===== config.mk =====
export PLATFORM = sky130hd
export DESIGN_NAME = moe_topk_router_unit
export DESIGN_NICKNAME = d
export VERILOG_FILES = /design/src/rtl/moe_rt_pkg.sv /design/src/rtl/moe_topk_router_unit.sv /design/src/rtl/moe_rt_sig.sv /design/src/rtl/moe_rt_div.sv
export SDC_FILE = /design/constraint.sdc
export NUM_CORES = 2
export LEC_CHECK = 0
export ABC_AREA = 0
export BUFFER_PORTS_ARGS = -buffer_cell sky130_fd_sc_hd__buf_2
export CORE_MARGIN = 2
export CORE_UTILIZATION = 50
export DETAILED_ROUTE_END_ITERATION = 12
export PLACE_DENSITY_LB_ADDON = 0.25
export SLEW_MARGIN = 20
export SYNTH_ARGS = -nofsm -noshare
export SYNTH_HDL_FRONTEND = slang
export SYNTH_SLANG_ARGS = --single-unit

===== constraint.sdc =====
create_clock -name clk -period 15.2 [get_ports clk]
set_input_delay 0.76 -clock clk [delete_from_list [all_inputs] [get_ports clk]]
set_output_delay 0.76 -clock clk [all_outputs]
set_load 0.01 [all_outputs]

===== src/rtl/moe_rt_pkg.sv =====
// Shared types, constants and the sigmoid table for the top-k expert router.
`default_nettype none
package moe_rt_pkg;

  localparam int MAX_SELECT_DEF  = 8;
  localparam int MAX_SHARED_DEF  = 4;
  localparam int MAX_EXPERTS_DEF = 256;

  localparam int CNT_W  = 10;  // routed (9 bits) plus shared (3 bits) items
  localparam int SIG_W  = 17;  // sigmoid, unsigned Q1.16, stays below 1.0
  localparam int PROD_W = 33;  // sigmoid times weight scale
  localparam int NUM_W  = 42;  // dividend for the weight division
  localparam int WGT_W  = 24;

  localparam logic [1:0] REG_ROUTED = 2'd0;
  localparam logic [1:0] REG_SHARED = 2'd1;
  localparam logic [1:0] REG_SELECT = 2'd2;
  localparam logic [1:0] REG_SCALE  = 2'd3;

  localparam logic [1:0] STS_OK       = 2'd0;
  localparam logic [1:0] STS_BAD_CFG  = 2'd1;
  localparam logic [1:0] STS_ZERO_SUM = 2'd2;

  localparam logic KIND_ROUTED = 1'b0;
  localparam logic KIND_SHARED = 1'b1;

  typedef enum logic [3:0] {
    ST_IDLE,
    ST_SCORE,
    ST_SUM_REQ,
    ST_SUM_WAIT,
    ST_W_REQ,
    ST_W_WAIT,
    ST_MUL,
    ST_DSTART,
    ST_DIV,
    ST_EMIT,
    ST_ERR
  } state_t;

  // sigmoid at 0, 0.5, ... 8.0 in Q0.16
  function automatic logic [15:0] sig_tab(input logic [4:0] i);
    logic [15:0] v;
    case (i)
      5'd0:    v = 16'd32768;
      5'd1:    v = 16'd40793;
      5'd2:    v = 16'd47911;
      5'd3:    v = 16'd53581;
      5'd4:    v = 16'd57724;
      5'd5:    v = 16'd60565;
      5'd6:    v = 16'd62428;
      5'd7:    v = 16'd63615;
      5'd8:    v = 16'd64357;
      5'd9:    v = 16'd64816;
      5'd10:   v = 16'd65097;
      5'd11:   v = 16'd65269;
      5'd12:   v = 16'd65374;
      5'd13:   v = 16'd65438;
      5'd14:   v = 16'd65476;
      5'd15:   v = 16'd65500;
      default: v = 16'd65514;
    endcase
    return v;
  endfunction

endpackage
`default_nettype wire


===== src/rtl/moe_topk_router_unit.sv =====
// Top level of the sigmoid top-k expert router.
//
//   channel | signals                                        | direction
//   in      | in_valid, in_ready, logit, bias                | into block
//   out     | out_valid, out_ready, kind, expert_index,      | out of block
//           | weight, status, last                           |
//   cfg     | cfg_valid, cfg_ready, cfg_index, cfg_data      | into block
//
// A mid-run item is accepted and passes through the sigmoid unit, with the
// top-k update when its sigmoid result arrives; no new item is taken meanwhile.
// The last item adds one sigmoid pass per chosen or shared expert for the sum,
// then per result a sigmoid, a multiply and a 42-step restoring division.
// Reset is synchronous; it restores the register defaults and empties the run.
// A result waits in the output register while out_ready is low; only the next
// result waits behind it. A register write empties the run but keeps the state.
`default_nettype none
module moe_topk_router_unit #(
  parameter int MAX_SELECT  = moe_rt_pkg::MAX_SELECT_DEF,
  parameter int MAX_SHARED  = moe_rt_pkg::MAX_SHARED_DEF,
  parameter int MAX_EXPERTS = moe_rt_pkg::MAX_EXPERTS_DEF
) (
  input  wire logic               clk,
  input  wire logic               rst,
  input  wire logic               in_valid,
  output logic                    in_ready,
  input  wire logic signed [15:0] logit,
  input  wire logic signed [15:0] bias,
  output logic                    out_valid,
  input  wire logic               out_ready,
  output logic                    kind,
  output logic [7:0]              expert_index,
  output logic [23:0]             weight,
  output logic [1:0]              status,
  output logic                    last,
  input  wire logic               cfg_valid,
  output logic                    cfg_ready,
  input  wire logic [1:0]         cfg_index,
  input  wire logic [15:0]        cfg_data
);

  localparam int ENT_N = MAX_SELECT + MAX_SHARED;
  localparam int ENT_W = $clog2(ENT_N + 1);
  localparam int SH_D  = (MAX_SHARED > 0) ? MAX_SHARED : 1;
  localparam int SUM_W = $clog2(ENT_N * 65536 + 1);

  moe_rt_pkg::state_t state, state_next;

  logic [8:0]  routed_count;
  logic [2:0]  shared_count;
  logic [3:0]  select_count;
  logic [15:0] weight_scale;

  logic signed [17:0] rank_score [MAX_SELECT];
  logic [7:0]         rank_index [MAX_SELECT];
  logic signed [15:0] rank_logit [MAX_SELECT];
  logic [MAX_SELECT-1:0] rank_valid;
  logic signed [15:0] shared_logit [SH_D];
  logic [moe_rt_pkg::CNT_W-1:0] item_counter;

  logic signed [15:0] logit_q;
  logic signed [15:0] bias_q;
  logic [ENT_W-1:0]   ent;
  logic [SUM_W-1:0]   sum;
  logic [moe_rt_pkg::SIG_W-1:0]  s_q;
  logic [moe_rt_pkg::PROD_W-1:0] prod_q;
  logic [23:0] w_q;
  logic [1:0]  err_sts;
  logic        cur_kind;
  logic [7:0]  cur_idx;
  logic        cur_last;

  logic in_acc, cfg_acc, cfg_bad, out_free, out_load;
  logic sig_start, sig_done, div_start, div_done;
  logic [moe_rt_pkg::SIG_W-1:0] sig_res;
  logic signed [15:0] sig_arg;
  logic [moe_rt_pkg::NUM_W-1:0] div_num, div_q;
  logic fin, is_routed;
  logic ent_end, ent_used, ent_last;
  logic signed [15:0] ent_logit;
  logic [7:0]  ent_idx;
  logic [MAX_SELECT:0] rv_ext;
  logic signed [17:0] score;
  logic [MAX_SELECT-1:0] hit;

  assign cfg_ready = 1'b1;
  assign cfg_acc   = cfg_valid && cfg_ready;
  assign in_acc    = in_valid && in_ready;
  assign out_free  = !out_valid || out_ready;

  assign cfg_bad = (routed_count == 9'd0) || (int'(routed_count) > MAX_EXPERTS) ||
                   (int'(shared_count) > MAX_SHARED) || (select_count == 4'd0) ||
                   (int'(select_count) > MAX_SELECT) ||
                   ({5'd0, select_count} > routed_count);

  assign is_routed = int'(item_counter) < int'(routed_count);
  assign fin = (int'(item_counter) + 1) >= (int'(routed_count) + int'(shared_count));
  assign score = $signed({5'd0, sig_res[16:4]}) + 18'(bias_q);
  assign rv_ext = {1'b0, rank_valid};

  // top-k slots stay sorted, so the hits form a suffix of the active slots
  always_comb begin
    for (int j = 0; j < MAX_SELECT; j++) begin
      hit[j] = (j < int'(select_count)) && (!rank_valid[j] || score > rank_score[j]);
    end
  end

  always_comb begin
    ent_end   = int'(ent) == ENT_N;
    ent_used  = 1'b0;
    ent_last  = 1'b0;
    ent_logit = '0;
    ent_idx   = '0;
    for (int j = 0; j < MAX_SELECT; j++) begin
      if (int'(ent) == j) begin
        ent_used  = rank_valid[j];
        ent_logit = rank_logit[j];
        ent_idx   = rank_index[j];
        ent_last  = (shared_count == 3'd0) && !rv_ext[j + 1];
      end
    end
    for (int j = 0; j < MAX_SHARED; j++) begin
      if (int'(ent) == MAX_SELECT + j) begin
        ent_used  = j < int'(shared_count);
        ent_logit = shared_logit[j];
        ent_idx   = 8'(j);
        ent_last  = (j + 1) == int'(shared_count);
      end
    end
  end

  assign sig_arg = (state == moe_rt_pkg::ST_IDLE) ? logit : ent_logit;
  assign div_num = {1'b0, prod_q, 8'd0} + moe_rt_pkg::NUM_W'(sum >> 1);

  moe_rt_sig u_sig (
    .clk   (clk),
    .rst   (rst),
    .start (sig_start),
    .arg   (sig_arg),
    .done  (sig_done),
    .res   (sig_res)
  );

  moe_rt_div #(
    .NUM_W (moe_rt_pkg::NUM_W),
    .DEN_W (SUM_W)
  ) u_div (
    .clk   (clk),
    .rst   (rst),
    .start (div_start),
    .num   (div_num),
    .den   (sum),
    .done  (div_done),
    .quot  (div_q)
  );

  always_comb begin
    state_next = state;
    case (state)
      moe_rt_pkg::ST_IDLE:
        if (in_acc) state_next = cfg_bad ? moe_rt_pkg::ST_ERR : moe_rt_pkg::ST_SCORE;
      moe_rt_pkg::ST_SCORE:
        if (sig_done) state_next = fin ? moe_rt_pkg::ST_SUM_REQ : moe_rt_pkg::ST_IDLE;
      moe_rt_pkg::ST_SUM_REQ: begin
        if (ent_end) begin
          state_next = (sum == '0) ? moe_rt_pkg::ST_ERR : moe_rt_pkg::ST_W_REQ;
        end else if (ent_used) begin
          state_next = moe_rt_pkg::ST_SUM_WAIT;
        end
      end
      moe_rt_pkg::ST_SUM_WAIT:
        if (sig_done) state_next = moe_rt_pkg::ST_SUM_REQ;
      moe_rt_pkg::ST_W_REQ: begin
        if (ent_end) begin
          state_next = moe_rt_pkg::ST_IDLE;
        end else if (ent_used) begin
          state_next = moe_rt_pkg::ST_W_WAIT;
        end
      end
      moe_rt_pkg::ST_W_WAIT:
        if (sig_done) state_next = moe_rt_pkg::ST_MUL;
      moe_rt_pkg::ST_MUL:    state_next = moe_rt_pkg::ST_DSTART;
      moe_rt_pkg::ST_DSTART: state_next = moe_rt_pkg::ST_DIV;
      moe_rt_pkg::ST_DIV:
        if (div_done) state_next = moe_rt_pkg::ST_EMIT;
      moe_rt_pkg::ST_EMIT:
        if (out_free) state_next = cur_last ? moe_rt_pkg::ST_IDLE : moe_rt_pkg::ST_W_REQ;
      moe_rt_pkg::ST_ERR:
        if (out_free) state_next = moe_rt_pkg::ST_IDLE;
      default: state_next = moe_rt_pkg::ST_IDLE;
    endcase
  end

  always_comb begin
    in_ready  = state == moe_rt_pkg::ST_IDLE;
    sig_start = ((state == moe_rt_pkg::ST_IDLE) && in_valid && !cfg_bad) ||
                (((state == moe_rt_pkg::ST_SUM_REQ) || (state == moe_rt_pkg::ST_W_REQ)) &&
                 !ent_end && ent_used);
    div_start = state == moe_rt_pkg::ST_DSTART;
    out_load  = (state == moe_rt_pkg::ST_EMIT) || (state == moe_rt_pkg::ST_ERR);
  end

  always_ff @(posedge clk) begin
    if (rst) begin
      state        <= moe_rt_pkg::ST_IDLE;
      routed_count <= 9'd256;
      shared_count <= 3'd0;
      select_count <= 4'd6;
      weight_scale <= 16'd256;
      rank_valid   <= '0;
      item_counter <= '0;
      out_valid    <= 1'b0;
    end else begin
      state     <= state_next;
      out_valid <= (out_load && out_free) || (out_valid && !out_ready);

      if (cfg_acc) begin
        case (cfg_index)
          moe_rt_pkg::REG_ROUTED: routed_count <= cfg_data[8:0];
          moe_rt_pkg::REG_SHARED: shared_count <= cfg_data[2:0];
          moe_rt_pkg::REG_SELECT: select_count <= cfg_data[3:0];
          moe_rt_pkg::REG_SCALE:  weight_scale <= cfg_data;
          default: ;
        endcase
        rank_valid   <= '0;
        item_counter <= '0;
      end else begin
        case (state)
          moe_rt_pkg::ST_IDLE: begin
            if (in_acc && cfg_bad) begin
              rank_valid   <= '0;
              item_counter <= '0;
            end
          end
          moe_rt_pkg::ST_SCORE: begin
            if (sig_done) begin
              if (is_routed) begin
                for (int j = 0; j < MAX_SELECT; j++) begin
                  if (hit[j]) begin
                    rank_valid[j] <= (j == 0) ? 1'b1 : (hit[j - (j > 0 ? 1 : 0)] ?
                                     rank_valid[j - (j > 0 ? 1 : 0)] : 1'b1);
                  end
                end
              end
              item_counter <= fin ? '0 : item_counter + 1'b1;
            end
          end
          moe_rt_pkg::ST_SUM_REQ: begin
            if (ent_end && sum == '0) begin
              rank_valid   <= '0;
              item_counter <= '0;
            end
          end
          moe_rt_pkg::ST_W_REQ: begin
            if (ent_end) begin
              rank_valid   <= '0;
              item_counter <= '0;
            end
          end
          moe_rt_pkg::ST_EMIT: begin
            if (out_free && cur_last) begin
              rank_valid   <= '0;
              item_counter <= '0;
            end
          end
          default: ;
        endcase
      end
    end

    // payload
    if (in_acc) begin
      logit_q <= logit;
      bias_q  <= bias;
      err_sts <= moe_rt_pkg::STS_BAD_CFG;
    end

    if (state == moe_rt_pkg::ST_SCORE && sig_done) begin
      if (is_routed) begin
        for (int j = 0; j < MAX_SELECT; j++) begin
          if (hit[j]) begin
            if (j == 0 || !hit[j - (j > 0 ? 1 : 0)]) begin
              rank_score[j] <= score;
              rank_index[j] <= item_counter[7:0];
              rank_logit[j] <= logit_q;
            end else begin
              rank_score[j] <= rank_score[j - (j > 0 ? 1 : 0)];
              rank_index[j] <= rank_index[j - (j > 0 ? 1 : 0)];
              rank_logit[j] <= rank_logit[j - (j > 0 ? 1 : 0)];
            end
          end
        end
      end else begin
        for (int j = 0; j < MAX_SHARED; j++) begin
          if (int'(item_counter) == int'(routed_count) + j) shared_logit[j] <= logit_q;
        end
      end
      ent <= '0;
      sum <= '0;
    end

    case (state)
      moe_rt_pkg::ST_SUM_REQ: begin
        if (ent_end) begin
          ent     <= '0;
          err_sts <= moe_rt_pkg::STS_ZERO_SUM;
        end else if (!ent_used) begin
          ent <= ent + 1'b1;
        end
      end
      moe_rt_pkg::ST_SUM_WAIT: begin
        if (sig_done) begin
          sum <= sum + SUM_W'(sig_res);
          ent <= ent + 1'b1;
        end
      end
      moe_rt_pkg::ST_W_REQ: begin
        if (!ent_end) begin
          if (ent_used) begin
            cur_kind <= (int'(ent) < MAX_SELECT) ? moe_rt_pkg::KIND_ROUTED
                                                 : moe_rt_pkg::KIND_SHARED;
            cur_idx  <= ent_idx;
            cur_last <= ent_last;
          end else begin
            ent <= ent + 1'b1;
          end
        end
      end
      moe_rt_pkg::ST_W_WAIT: if (sig_done) s_q <= sig_res;
      moe_rt_pkg::ST_MUL: prod_q <= moe_rt_pkg::PROD_W'(s_q) * moe_rt_pkg::PROD_W'(weight_scale);
      moe_rt_pkg::ST_DIV: begin
        if (div_done) begin
          w_q <= (|div_q[moe_rt_pkg::NUM_W-1:moe_rt_pkg::WGT_W]) ? 24'hFF_FFFF
                                                                 : div_q[23:0];
        end
      end
      moe_rt_pkg::ST_EMIT: if (out_free) ent <= ent + 1'b1;
      default: ;
    endcase

    if (out_load && out_free) begin
      if (state == moe_rt_pkg::ST_ERR) begin
        kind         <= moe_rt_pkg::KIND_ROUTED;
        expert_index <= 8'd0;
        weight       <= 24'd0;
        status       <= err_sts;
        last         <= 1'b1;
      end else begin
        kind         <= cur_kind;
        expert_index <= cur_idx;
        weight       <= w_q;
        status       <= moe_rt_pkg::STS_OK;
        last         <= cur_last;
      end
    end
  end

endmodule
`default_nettype wire


===== src/rtl/moe_rt_sig.sv =====
// Two-stage sigmoid unit: table lookup with linear interpolation.
`default_nettype none
module moe_rt_sig (
  input  wire logic                            clk,
  input  wire logic                            rst,
  input  wire logic                            start,
  input  wire logic signed [15:0]              arg,
  output logic                                 done,
  output logic [moe_rt_pkg::SIG_W-1:0]         res
);

  logic [16:0] mag;
  logic [5:0]  seg;
  logic [10:0] frac;
  logic [15:0] base_c;
  logic [12:0] diff_c;

  logic        v1;
  logic        neg1;
  logic [15:0] base1;
  logic [23:0] prod1;
  logic [16:0] pos;

  always_comb begin
    mag  = arg[15] ? (17'd0 - {arg[15], arg}) : {1'b0, arg};
    seg  = mag[16:11];
    frac = mag[10:0];
    if (seg >= 6'd16) begin
      base_c = moe_rt_pkg::sig_tab(5'd16);
      diff_c = 13'd0;
    end else begin
      base_c = moe_rt_pkg::sig_tab(seg[4:0]);
      diff_c = 13'(moe_rt_pkg::sig_tab(seg[4:0] + 5'd1) - moe_rt_pkg::sig_tab(seg[4:0]));
    end
  end

  always_ff @(posedge clk) begin
    if (rst) begin
      v1   <= 1'b0;
      done <= 1'b0;
    end else begin
      v1   <= start;
      done <= v1;
    end
    neg1  <= arg[15];
    base1 <= base_c;
    prod1 <= 24'(diff_c) * 24'(frac);
    res   <= neg1 ? (17'h10000 - pos) : pos;
  end

  assign pos = {1'b0, base1} + 17'(prod1 >> 11);

endmodule
`default_nettype wire


===== src/rtl/moe_rt_div.sv =====
// Restoring divider, one quotient bit per cycle.
`default_nettype none
module moe_rt_div #(
  parameter int NUM_W = 42,
  parameter int DEN_W = 21
) (
  input  wire logic             clk,
  input  wire logic             rst,
  input  wire logic             start,
  input  wire logic [NUM_W-1:0] num,
  input  wire logic [DEN_W-1:0] den,
  output logic                  done,
  output logic [NUM_W-1:0]      quot
);

  localparam int CW = $clog2(NUM_W + 1);

  logic          busy;
  logic [CW-1:0] cnt;
  logic [DEN_W:0] rem;
  logic [DEN_W:0] sh;
  logic           fit;

  assign sh  = {rem[DEN_W-1:0], quot[NUM_W-1]};
  assign fit = sh >= {1'b0, den};

  always_ff @(posedge clk) begin
    if (rst) begin
      busy <= 1'b0;
      done <= 1'b0;
      cnt  <= '0;
    end else begin
      done <= busy && (cnt == CW'(1));
      if (start) begin
        busy <= 1'b1;
        cnt  <= CW'(NUM_W);
      end else if (busy) begin
        cnt <= cnt - 1'b1;
        if (cnt == CW'(1)) busy <= 1'b0;
      end
    end
    if (start) begin
      quot <= num;
      rem  <= '0;
    end else if (busy) begin
      rem  <= fit ? (sh - {1'b0, den}) : sh;
      quot <= {quot[NUM_W-2:0], fit};
    end
  end

endmodule
`default_nettype wire


==> flow_summary.json <==
{
  "outcome": "finished clean",
  "hold_path_depth": 1,
  "fp-row-count": 121,
  "io_buffers": 92,
  "hpwl_mm": 108,
  "yosys.area.top_type": "edfxtp_1",
  "syn-cell-area_um2": 54500,
  "synth_area_per_cell_um2": 10.2,
  "core_area_um2": 109000,
  "postCtsSetupRepairBufs": 0,
  "cp.arrival_ns": 14.00,
  "path_class": "register to register",
  "fill_cells": 9397,
  "min_from": "bias[2]",
  "r2r_end": "u_sig.prod1[21]",
  "hold_end": "bias_q[2]",
  "setup_viol": 0,
  "ctsHoldBuffers": 0,
  "gp_congestion": 0.932,
  "worstPathRequired_ns": 15.78,
  "grt_pass1_vias": 39524,
  "wire_per_inst_um": 21.2,
  "cts_made_buffers": 83,
  "vias": 39647,
  "drt_iter0_markers": 3242,
  "synth-edff-count": 586,
  "crit_start": "ent[1]",
  "tns_ns": 0,
  "multi_input_area_um2": 30600,
  "setup_ws_ns": 1.79,
  "ys_warn_count": 0,
  "ys_ff_latch": 743,
  "overflow": 0,
  "tightestPinTransition_ns": 1.14,
  "place_ws_ns": 1.95,
  "worstReg2RegStart": "ent[1]",
  "maxCapViolCount": 0,
  "finalWirelength_mm": 145,
  "cts_tree": "done",
  "cp_slowest_cell": "nor4b_4",
  "drv_slew": 0,
  "grt_pass1_wl_mm": 226,
  "synth_commonest_cells": "inv_1, edfxtp_1, nand2_1, ha_1, nor2_1",
  "max_freq_ghz": 0.0746,
  "final_nets": 6176,
  "postPlaceCellArea_um2": 56600,
  "ys.flop_type": "edfxtp_1",
  "gr-usage-all-layers_pct": 26.0,
  "finalHoldViolations": 0,
  "synthCells": 5352,
  "htree_levels": 3,
  "grt_antenna_before_repair": 4,
  "cts-resized-gates": 0,
  "synth.most_common_cell": "inv_1",
  "grt_max_degree": 99,
  "cts_buffer_depth": 3,
  "start_util_pct": 50.2,
  "start_kind": "register",
  "rsz0062_at_grt": "false",
  "max_stage_delay_ns": 0.98,
  "finalClockSkew_ns": 0.0385,
  "maxSlewHeadroom_pct": 23.6,
  "fin_crit_sh_pct": 88.2,
  "final_layout_size_suffix_gt1_share_pct": 12.4,
  "reg2reg_depth": 49,
  "final_area_um2": 59400,
  "vias_per_cell": 5.78,
  "hp-class": "input pin to register",
  "dr.pass1.iters": 8,
  "cp_max_fo": 33,
  "cts.root.buffer_cell": "clkbuf_16",
  "clkSinkCount": 743,
  "crit_top_cell": "fa_1",
  "synth_cell_type_count": 106,
  "min_period_ns": 13.41,
  "dieArea_um2": 112000,
  "syn-num-nets": 6150,
  "cp-end-kind": "register",
  "synth_top_cell_area_share_pct": 32.3,
  "r2r_setup_slack_ns": 1.79,
  "final_antenna_net_count": 0,
  "clock_latency_ns": 0.67,
  "async_flop_share_pct": 0,
  "synth_area_leaders": "edfxtp_1, fa_1, ha_1",
  "io_pins": 94,
  "dieHeight_um": 334,
  "register_area_um2": 20700,
  "clk_pin_slew_ns": 0.07,
  "layout-area-overhead-vs-synth_pct": 8.88,
  "die_width_um": 334,
  "yosysSeqAreaShare_pct": 38.0,
  "drc": 0
}
how the worst max path moves through the flow:
stage                 endpoint  slack [ns]  cells after the start
2_1_floorplan  u_sig.prod1[21]        3.89                     55
3_3_place_gp   u_sig.prod1[21]        2.09                     49
3_5_place_dp   u_sig.prod1[21]        1.95                     49
4_1_cts        u_sig.prod1[21]        1.89                     53
5_1_grt        u_sig.prod1[21]        0.84                     53
6_report       u_sig.prod1[21]        1.79                     49
per-stage QoR:
step / instances / hold WS (ns) / utilization (%)
finish: 6863 / 0.283 / 54.7
global route: 6862 / 0.260 / 54.7
detailed placement: 6707 / 0.428 / 52.1
floorplan: 5352 / 0.412 / -
global placement: 6707 / 0.422 / 52.1
CTS: 6862 / 0.245 / 54.7
layout by cell type (no fill, tap or decap), types with 91 or more instances in the layout:
master / netlist / final
nor2b_1: 98 / 98
xnor2_1: 135 / 134
nand2_1: 557 / 555
o21ai_0: 234 / 234
mux2_2: 278 / 278
nor2_1: 325 / 316
ha_1: 431 / 427
a21oi_1: 277 / 277
edfxtp_1: 586 / 586
and2_1: 113 / 111
fa_1: 312 / 312
buf_4: 6 / 91
buf_2: 36 / 92
inv_1: 603 / 601
dfxtp_1: 157 / 157
per-layer routing:
metal,up-vias,track usage (%),routed length (µm)
met5,-,0,13
li1,18610,-,-
met2,1460,42.4,67200
met4,2,8.88,4960
met3,280,3.70,10400
met1,19295,35.6,62900
cell families (layout without fill, tap and decap cells):
kind of cell | count (synthesis) | count (layout) | share of synthesized area [%]
mux | 296 | 296 | 6.07
xor+xnor | 210 | 210 | 3.41
compound gates | 973 | 973 | 11.5
buf+inv | 852 | 948 | 6.13
other cells | 1 | 2 | 0.00687
flops | 743 | 743 | 38.0
simple gates | 1534 | 1534 | 13.6
fa+ha+maj | 743 | 743 | 21.3
worst max-delay path: cells and delay by family (launching register included):
family	cells	cell delay, ns
adders and majority gates	12	5.13
AOI/OAI and AO/OA	16	3.16
and+or+nand+nor	12	3.09
xor gates and xnor gates	3	0.89
buffers and inverters	6	0.61
DFF	1	0.43
state kept, by name (all words and copies together), names as in the netlist, 6 cells and up:
register      flops
u_sig.res        17
prod_q           33
u_sig.base1      15
sum              20
u_div.rem        20
u_sig.prod1      13
shared_logit     64
u_div.cnt         6
routed_count      9
w_q              24
logit_q          16
u_div.quot       42
rank_score      136
rank_index       64
item_counter     10
cur_idx           8
expert_index      8
rank_valid        8
bias_q           16
weight           24
rank_logit      128
weight_scale     16
s_q              17
final cells by class:
type	count	share of cell area, %
clock inverters	39	0.712
repair buffers	183	1.93
flip-flops and latches	743	34.9
diodes	1	0.00421
clock buffers	116	4.00
well taps	1414	2.98
inverters	610	3.86
multi-input cells	3757	51.6
Power is not shown: default switching activity piles up to over one toggle a cycle in this logic, so the estimate is an artifact.
